## src/sv/skf_pkg.sv

```systemverilog
// Package for the scalar Kalman filter core: word geometry, codes and
// saturating fixed-point helpers. No dependencies.
package skf_pkg;

    localparam int DATA_WIDTH  = 32;
    localparam int FRAC_BITS   = 16;
    localparam int NOISE_WIDTH = 31;
    localparam int WIDE_W      = 2 * DATA_WIDTH;
    localparam int NUM_W       = DATA_WIDTH + FRAC_BITS;
    localparam int MUL_STEPS   = DATA_WIDTH;
    localparam int DIV_STEPS   = NUM_W;
    localparam int CNT_W       = $clog2(DIV_STEPS + 1);

    localparam logic MODE_PREDICT = 1'b0;
    localparam logic MODE_UPDATE  = 1'b1;

    localparam logic CFG_PROCESS_NOISE     = 1'b0;
    localparam logic CFG_MEASUREMENT_NOISE = 1'b1;

    localparam logic [NOISE_WIDTH-1:0] PROCESS_NOISE_RESET     = NOISE_WIDTH'(0);
    localparam logic [NOISE_WIDTH-1:0] MEASUREMENT_NOISE_RESET = NOISE_WIDTH'(65536);

    localparam logic signed [DATA_WIDTH-1:0] MAX_POS = {1'b0, {(DATA_WIDTH-1){1'b1}}};
    localparam logic signed [DATA_WIDTH-1:0] MIN_NEG = {1'b1, {(DATA_WIDTH-1){1'b0}}};
    localparam logic signed [DATA_WIDTH-1:0] ONE     =
        DATA_WIDTH'(1) << FRAC_BITS;
    // First magnitude that no longer fits as a positive word
    localparam logic [WIDE_W-1:0] MAG_LIMIT =
        {{(WIDE_W-DATA_WIDTH){1'b0}}, 1'b1, {(DATA_WIDTH-1){1'b0}}};

    typedef logic signed [DATA_WIDTH-1:0] word_t;
    typedef logic [DATA_WIDTH-1:0]        mag_t;

    function automatic word_t sat_add(input word_t a, input word_t b);
        logic signed [DATA_WIDTH:0] s;
        s = {a[DATA_WIDTH-1], a} + {b[DATA_WIDTH-1], b};
        if (s[DATA_WIDTH] != s[DATA_WIDTH-1])
            return s[DATA_WIDTH] ? MIN_NEG : MAX_POS;
        return s[DATA_WIDTH-1:0];
    endfunction

    function automatic word_t sat_sub(input word_t a, input word_t b);
        logic signed [DATA_WIDTH:0] s;
        s = {a[DATA_WIDTH-1], a} - {b[DATA_WIDTH-1], b};
        if (s[DATA_WIDTH] != s[DATA_WIDTH-1])
            return s[DATA_WIDTH] ? MIN_NEG : MAX_POS;
        return s[DATA_WIDTH-1:0];
    endfunction

    // Apply a sign to a wide magnitude and clamp to the word range
    function automatic word_t sat_mag(input logic neg, input logic [WIDE_W-1:0] v);
        if (!neg)
            return (v >= MAG_LIMIT) ? MAX_POS : word_t'(v[DATA_WIDTH-1:0]);
        if (v >= MAG_LIMIT)
            return MIN_NEG;
        return word_t'(-v[DATA_WIDTH-1:0]);
    endfunction

    function automatic word_t noise_word(input logic [NOISE_WIDTH-1:0] q);
        logic [WIDE_W-1:0] w;
        w = WIDE_W'(q);
        return (w >= MAG_LIMIT) ? MAX_POS : word_t'(w[DATA_WIDTH-1:0]);
    endfunction

    function automatic mag_t mag_of(input word_t v);
        return v[DATA_WIDTH-1] ? mag_t'(-v) : mag_t'(v);
    endfunction

endpackage

```

## src/sv/scalar_kalman_filter_core.sv

```systemverilog
// Scalar Kalman filter core: bit-serial multiplier and restoring divider
// driven by a step sequencer. Depends on skf_pkg.
// A predict runs four serial multiplies, an update runs five multiplies and a divide,
// and an update that faults stops after two multiplies.
// One item at a time: the next is taken the cycle after the result registers.
// Reset zeroes estimate and covariance, Q = 0, R = 1.0.
module scalar_kalman_filter_core (
    input  logic                                clk,
    input  logic                                rst_n,
    // configuration write channel
    input  logic                                cfg_valid,
    output logic                                cfg_ready,
    input  logic                                cfg_index,
    input  logic [skf_pkg::NOISE_WIDTH-1:0]     cfg_data,
    // input channel
    input  logic                                in_valid,
    output logic                                in_stall,
    input  logic                                mode,
    input  logic signed [skf_pkg::DATA_WIDTH-1:0] drive_input,
    input  logic signed [skf_pkg::DATA_WIDTH-1:0] transition_gain,
    input  logic signed [skf_pkg::DATA_WIDTH-1:0] drive_gain,
    input  logic signed [skf_pkg::DATA_WIDTH-1:0] measurement,
    input  logic signed [skf_pkg::DATA_WIDTH-1:0] predicted_measurement,
    input  logic signed [skf_pkg::DATA_WIDTH-1:0] sensitivity,
    // output channel
    output logic                                out_valid,
    input  logic                                out_stall,
    output logic signed [skf_pkg::DATA_WIDTH-1:0] estimate,
    output logic signed [skf_pkg::DATA_WIDTH-1:0] covariance,
    output logic signed [skf_pkg::DATA_WIDTH-1:0] gain,
    output logic signed [skf_pkg::DATA_WIDTH-1:0] residual,
    output logic                                divide_fault
);
    import skf_pkg::*;

    typedef enum logic [2:0] {
        ST_IDLE, ST_LOAD, ST_MUL, ST_MFIN, ST_POST, ST_DIV, ST_DFIN, ST_OUT
    } state_t;

    typedef enum logic [3:0] {
        OP_FX, OP_BU, OP_FP, OP_PF, OP_PH, OP_HPHT, OP_DIV, OP_KY, OP_KH, OP_PIKH
    } op_t;

    state_t                   state_reg;
    op_t                      op_reg;
    logic [CNT_W-1:0]         cnt_reg;

    logic [NOISE_WIDTH-1:0]   q_reg;
    logic [NOISE_WIDTH-1:0]   r_reg;
    word_t                    x_reg;
    word_t                    p_reg;

    // p1: F or H, p2: B or z, p3: u or hx
    word_t                    p1_reg;
    word_t                    p2_reg;
    word_t                    p3_reg;
    word_t                    t1_reg;
    word_t                    t2_reg;
    word_t                    mres_reg;
    word_t                    gain_reg;
    word_t                    resid_reg;
    logic                     fault_reg;

    mag_t                     mcand_reg;
    mag_t                     mpl_reg;
    mag_t                     acc_reg;
    mag_t                     rem_reg;
    logic [NUM_W-1:0]         num_reg;
    logic                     neg_reg;

    logic                     out_valid_reg;
    word_t                    est_out_reg;
    word_t                    cov_out_reg;
    word_t                    gain_out_reg;
    word_t                    resid_out_reg;
    logic                     fault_out_reg;

    word_t                    opa;
    word_t                    opb;
    logic [DATA_WIDTH:0]      mul_sum;
    logic [DATA_WIDTH:0]      div_trial;
    logic                     div_ge;
    logic [WIDE_W-1:0]        prod;
    logic [WIDE_W-1:0]        prod_mag;
    logic                     prod_inc;
    word_t                    s_val;

    assign cfg_ready    = 1'b1;
    assign in_stall     = (state_reg != ST_IDLE);
    assign out_valid    = out_valid_reg;
    assign estimate     = est_out_reg;
    assign covariance   = cov_out_reg;
    assign gain         = gain_out_reg;
    assign residual     = resid_out_reg;
    assign divide_fault = fault_out_reg;

    always_comb
    begin
        unique case (op_reg)
            OP_FX:   begin opa = p1_reg;   opb = x_reg;     end
            OP_BU:   begin opa = p2_reg;   opb = p3_reg;    end
            OP_FP:   begin opa = p1_reg;   opb = p_reg;     end
            OP_PF:   begin opa = t1_reg;   opb = p1_reg;    end
            OP_PH:   begin opa = p_reg;    opb = p1_reg;    end
            OP_HPHT: begin opa = p1_reg;   opb = t1_reg;    end
            OP_DIV:  begin opa = t1_reg;   opb = t2_reg;    end
            OP_KY:   begin opa = gain_reg; opb = resid_reg; end
            OP_KH:   begin opa = gain_reg; opb = p1_reg;    end
            OP_PIKH: begin opa = p_reg;    opb = t2_reg;    end
            default: begin opa = p_reg;    opb = t2_reg;    end
        endcase
    end

    assign mul_sum   = {1'b0, acc_reg} + {1'b0, (mpl_reg[0] ? mcand_reg : '0)};
    assign div_trial = {rem_reg, num_reg[NUM_W-1]};
    assign div_ge    = (div_trial >= {1'b0, mcand_reg});
    assign prod      = {acc_reg, mpl_reg};
    assign prod_inc  = neg_reg && (prod[FRAC_BITS-1:0] != '0);
    // Floor of a negative product rounds its magnitude up
    assign prod_mag  = (prod >> FRAC_BITS) + WIDE_W'(prod_inc);
    assign s_val     = sat_add(mres_reg, noise_word(r_reg));

    always_ff @(posedge clk or negedge rst_n)
    begin
        if (!rst_n)
        begin
            state_reg     <= ST_IDLE;
            op_reg        <= OP_FX;
            cnt_reg       <= '0;
            q_reg         <= PROCESS_NOISE_RESET;
            r_reg         <= MEASUREMENT_NOISE_RESET;
            x_reg         <= '0;
            p_reg         <= '0;
            out_valid_reg <= 1'b0;
        end
        else
        begin
            if (cfg_valid && cfg_ready)
            begin
                unique case (cfg_index)
                    CFG_PROCESS_NOISE:     q_reg <= cfg_data;
                    CFG_MEASUREMENT_NOISE: r_reg <= cfg_data;
                endcase
            end

            // ST_OUT decides the output valid on its own
            if (out_valid_reg && !out_stall && state_reg != ST_OUT)
                out_valid_reg <= 1'b0;

            unique case (state_reg)
                ST_IDLE:
                begin
                    if (in_valid)
                    begin
                        gain_reg  <= '0;
                        resid_reg <= '0;
                        fault_reg <= 1'b0;
                        if (mode == MODE_PREDICT)
                        begin
                            p1_reg <= transition_gain;
                            p2_reg <= drive_gain;
                            p3_reg <= drive_input;
                            op_reg <= OP_FX;
                        end
                        else
                        begin
                            p1_reg <= sensitivity;
                            p2_reg <= measurement;
                            p3_reg <= predicted_measurement;
                            op_reg <= OP_PH;
                        end
                        state_reg <= ST_LOAD;
                    end
                end

                ST_LOAD:
                begin
                    neg_reg   <= opa[DATA_WIDTH-1] ^ opb[DATA_WIDTH-1];
                    mcand_reg <= (op_reg == OP_DIV) ? mag_of(opb) : mag_of(opa);
                    mpl_reg   <= mag_of(opb);
                    acc_reg   <= '0;
                    rem_reg   <= '0;
                    num_reg   <= {mag_of(opa), {FRAC_BITS{1'b0}}};
                    cnt_reg   <= '0;
                    state_reg <= (op_reg == OP_DIV) ? ST_DIV : ST_MUL;
                end

                ST_MUL:
                begin
                    acc_reg <= mul_sum[DATA_WIDTH:1];
                    mpl_reg <= {mul_sum[0], mpl_reg[DATA_WIDTH-1:1]};
                    cnt_reg <= cnt_reg + CNT_W'(1);
                    if (cnt_reg == CNT_W'(MUL_STEPS - 1))
                        state_reg <= ST_MFIN;
                end

                ST_MFIN:
                begin
                    mres_reg  <= sat_mag(neg_reg, prod_mag);
                    state_reg <= ST_POST;
                end

                ST_POST:
                begin
                    state_reg <= ST_LOAD;
                    unique case (op_reg)
                        OP_FX:
                        begin
                            t1_reg <= mres_reg;
                            op_reg <= OP_BU;
                        end
                        OP_BU:
                        begin
                            x_reg  <= sat_add(t1_reg, mres_reg);
                            op_reg <= OP_FP;
                        end
                        OP_FP:
                        begin
                            t1_reg <= mres_reg;
                            op_reg <= OP_PF;
                        end
                        OP_PF:
                        begin
                            p_reg     <= sat_add(mres_reg, noise_word(q_reg));
                            state_reg <= ST_OUT;
                        end
                        OP_PH:
                        begin
                            t1_reg <= mres_reg;
                            op_reg <= OP_HPHT;
                        end
                        OP_HPHT:
                        begin
                            resid_reg <= sat_sub(p2_reg, p3_reg);
                            t2_reg    <= s_val;
                            // zero uncertainty: hold the state and flag it
                            if (s_val == '0)
                            begin
                                fault_reg <= 1'b1;
                                state_reg <= ST_OUT;
                            end
                            else
                                op_reg <= OP_DIV;
                        end
                        OP_KY:
                        begin
                            x_reg  <= sat_add(x_reg, mres_reg);
                            op_reg <= OP_KH;
                        end
                        OP_KH:
                        begin
                            t2_reg <= sat_sub(ONE, mres_reg);
                            op_reg <= OP_PIKH;
                        end
                        OP_PIKH:
                        begin
                            p_reg     <= mres_reg;
                            state_reg <= ST_OUT;
                        end
                        default:
                            state_reg <= ST_OUT;
                    endcase
                end

                ST_DIV:
                begin
                    rem_reg <= div_ge ? DATA_WIDTH'(div_trial - {1'b0, mcand_reg})
                                      : div_trial[DATA_WIDTH-1:0];
                    num_reg <= {num_reg[NUM_W-2:0], div_ge};
                    cnt_reg <= cnt_reg + CNT_W'(1);
                    if (cnt_reg == CNT_W'(DIV_STEPS - 1))
                        state_reg <= ST_DFIN;
                end

                ST_DFIN:
                begin
                    gain_reg  <= sat_mag(neg_reg, WIDE_W'(num_reg));
                    op_reg    <= OP_KY;
                    state_reg <= ST_LOAD;
                end

                ST_OUT:
                begin
                    // hold until the output register is free
                    if (!out_valid_reg || !out_stall)
                    begin
                        out_valid_reg <= 1'b1;
                        est_out_reg   <= x_reg;
                        cov_out_reg   <= p_reg;
                        gain_out_reg  <= gain_reg;
                        resid_out_reg <= resid_reg;
                        fault_out_reg <= fault_reg;
                        state_reg     <= ST_IDLE;
                    end
                end

                default:
                    state_reg <= ST_IDLE;
            endcase
        end
    end

endmodule
```

## config.mk

```make
export PLATFORM = sky130hd
export DESIGN_NAME = scalar_kalman_filter_core
export DESIGN_NICKNAME = d
export VERILOG_FILES = /design/src/sv/skf_pkg.sv /design/src/sv/scalar_kalman_filter_core.sv
export SDC_FILE = /design/constraint.sdc
export NUM_CORES = 2
export LEC_CHECK = 0
export BUFFER_PORTS_ARGS = -buffer_cell sky130_fd_sc_hd__clkbuf_2
export CAP_MARGIN = 20
export CORE_UTILIZATION = 45
export DETAILED_ROUTE_END_ITERATION = 10
export REMOVE_ABC_BUFFERS = 1
export SLEW_MARGIN = 40
export SYNTH_ARGS = -nofsm -noshare
export SYNTH_HDL_FRONTEND = slang
export SYNTH_SLANG_ARGS = --single-unit
```

## constraint.sdc

```tcl
create_clock -name clk -period 6.25 [get_ports clk]
set_clock_uncertainty 0.1 [all_clocks]
set_input_delay 0.3125 -clock clk [delete_from_list [all_inputs] [get_ports clk]]
set_output_delay 0.3125 -clock clk [all_outputs]
set_load 0.01 [all_outputs]
```

==> impl_results.md <==
- Crit-path cells: nor2_2 > o21ai_2 > buf_4 > nand2_1 > a2bb2oi_1 > or4_4 > or4b_4 > nor3_4 > nor3b_1 > a21oi_1 > xnor2_1 > mux2i_1
- Final Hold Viols: 0
- Top Family by Delay on Critical Path: simple AND/OR/NAND/NOR gates
- Root Driver: clkbuf_16
- Wire length per cell: ~27 µm
- Tightest Pin Transition: slightly above 0.9 ns
- Setup Crit Path Kind: register to register
- Initial Util: between 40% and 50%
- Final WL: around 190000 µm
- Yosys reg bits: roughly 700
- Max-Slew Margin vs Limit: about two fifths
- Final setup violation count: 0
- Hpwl dp: 140700 µm
- Max Slew Vio Count: 0
- Dominant cell type by area after synthesis: edfxtp_1
- Status: completed
- H-tree level count: 3
- # nets final: roughly 5900
- Max-Cap Viols: 0
- Post-route clock period utilization: between 80% and 90%
- DRC Markers: 0
- Post-Layout Inst Area: 55810 µm²
- Cell count along the critical path: 12
- Number of CTS-inserted buffers: 81
- Worst stage delay on the critical path: 0.98 ns
- Hold Path Class: primary input to async pin
- Vias in the first global route: around 40000
- Crit Path Max Fanout: 67
- Clock-pin transition on the worst setup and hold timing paths: ~0.070 ns
- Mapped Area: about 47000 µm²
- TritonCTS clock tree: done
- Async S/R FF share, synth: 19.91%
- Cell Area, Placed: slightly above 50000 µm²
- Sink Count: between 700 and 800
- # Post-CTS Setup Buffers: 0
- Worst Path Arrival: 5.36 ns
- Clk buf depth: 3
- Reg2Reg Depth: 12
- Die H: roughly 330 µm
- Core area: 103800 µm²
- Syn Area/Cell: between 9 and 10 µm²
- GRT overflow: 0
- 1st-iter DRT viols: approximately 5000
- Fmax: between 150 and 200 MHz
- Placer Congestion: between 1 and 1.5
- FF-to-FF End: mcand_reg[30]$_DFFE_PP_
- Reg2reg start: op_reg[0]$_DFFE_PN0P_
- Final ANT Viol Nets: 0
- Std cell rows: 118
- Layout cells sized above 1: between 10% and 20%
- Synth-to-Final Area Change: 18.06%
- Pin count of the biggest net entering global routing: between 100 and 150
- Antenna violations before repair: 15
- Chip width: around 330 µm
- Synth Warn #: 0
- Max reg flops: 64
- Worst path slowest cell: dfrtp_4
- Ports: between 300 and 400
- Buffer and inverter count on the worst path: 1
- Clock latency at the later pin of the worst-skew pair: between 0.6 and 0.7 ns
- P per Cell Area: around 220 nW/µm²
- Via density: roughly 6.3
- GRT Total Usage: between 30 and 40%
- Share of the synthesized area in the top cell type: 35.76%
- DRT Pass-1 Iters: 9
- Reg2Reg Setup Slack: approximately 1.2 ns
- CP endpoint kind: register
- Tmin final: roughly 5 ns
- Synth area leaders: edfxtp_1 36%, dfrtp_1 7.4%, ha_1 6.1%
- Type of origin of the critical path: register
- Global-route wire length before repair: around 270000 µm
- Synth Flop Type: edfxtp_1
- Power consumption: approximately 12 mW
- Die ar.: 106400 µm²
- Critical Path RT: ~6.5 ns
- Synth Instances: 4890
- Post-synth EDFFs: 563
- Netlist cell types: 93
- DR vias: 42890
- Port bufs: 360
- Sequential share of the synthesized area: ~43%
- Pleak: around 22 nW
- RSZ-0062 raised after global routing: false
- Max VDD drop: ~0.21 mV
cell type report:
class | count | area (µm²)
antenna | 8 | 20.02
sequential | 703 | 20420
timing repair buffer | 683 | 4915
inverter | 172 | 645.6
multi-input combinational | 3765 | 25370
tap | 1380 | 1727
clock buffer | 102 | 2200
fill | 9330 | 47980
clock inverter | 43 | 514.2
Yosys cell counts, types with 50 or more instances:
cell type  number
nand2_1       324
xnor2_1       178
a31oi_1        51
nand2b_1       59
ha_1          230
and2_1         67
o21ai_0       348
a21oi_1       473
o31ai_1        67
inv_1         170
or3_1          50
xor2_1        131
dfrtp_1       139
edfxtp_1      563
a21o_1        108
clkbuf_1      187
nand3_1        90
and3_1         55
nor2_1        437
mux2i_1        81
a22oi_1        93
nor3_1         99
mux2_2        170
how the worst max path moves through the flow:
stage / start / to
after floorplan: op_reg[1]$_DFFE_PN0P_ / mcand_reg[29]$_DFFE_PP_
after global placement: op_reg[0]$_DFFE_PN0P_ / mcand_reg[28]$_DFFE_PP_
after detailed placement: op_reg[2]$_DFFE_PN0P_ / mpl_reg[30]$_DFFE_PP_
after CTS: op_reg[2]$_DFFE_PN0P_ / mcand_reg[30]$_DFFE_PP_
after global routing: op_reg[0]$_DFFE_PN0P_ / mcand_reg[30]$_DFFE_PP_
final: op_reg[0]$_DFFE_PN0P_ / mcand_reg[30]$_DFFE_PP_
logic make-up after synthesis:
family	count (synthesis)	share of synthesized area (%)
multiplexers	251	5.764
AND/OR/NAND/NOR	1425	14.82
AO/OA/AOI/OAI	1542	20.62
XOR/XNOR	309	5.725
adder cells (fa/ha/maj)	237	6.383
flip-flops	703	43.17
other	1	0.007932
buffers and inverters	422	3.504
where the power goes:
part | switching (mW) | leakage, nW | total (mW) | internal (mW)
Clock | 2.02 | 1.30 | 4.97 | 2.94
Combinational | 0.925 | 13.9 | 1.69 | 0.766
Sequential | 0.171 | 6.86 | 5.36 | 5.19
worst register-to-register path: stages, from the launching register on:
cell,delay (ns)
dfrtp_4,0.98
nor2_2,0.36
o21ai_2,0.21
buf_4,0.23
nand2_1,0.32
a2bb2oi_1,0.28
or4_4,0.59
or4b_4,0.55
nor3_4,0.32
nor3b_1,0.34
a21oi_1,0.13
xnor2_1,0.28
mux2i_1,0.11
cells in the final DEF, fill, tap and decap left out, types with 89 or more instances in the layout:
cell type	n
nand2_1	321
ha_1	230
xnor2_1	178
a21oi_1	473
inv_1	170
nor2_1	432
mux2_2	170
edfxtp_1	563
xor2_1	130
dfrtp_1	135
nand3_1	89
nor3_1	98
clkbuf_2	358
a21o_1	106
dlygate4sd3_1	225
a22oi_1	93
o21ai_0	346
routing by layer:
metal,track usage [%],up-vias,part of all wire [%]
li1,-,19390,-
met1,48.12,20890,43
met2,50.60,2214,43
met3,7.380,391,10
met4,13.68,8,4.3
met5,0,-,0.034
stage by stage:
step           hold slack [ns]  instances  utilization (%)  setup WS, ns  setup TNS [ns]
4_1_cts              0.0004966       6847            53.72         1.303               0
2_1_floorplan         -0.08309       4640                -       -0.8986          -34.47
3_5_place_dp            0.1655       6477            48.93         1.301               0
5_1_grt                0.06748       6849            53.76        0.9711               0
3_3_place_gp            0.1596       6469            48.80         1.267               0
6_report               0.04228       6856            53.78         1.180               0
what timing repair did:
item,CTS,global route
hold endpoints to repair,207,0
gates resized for setup,0,0
hold buffers,225,0
Power figures use the tool's default switching activity.
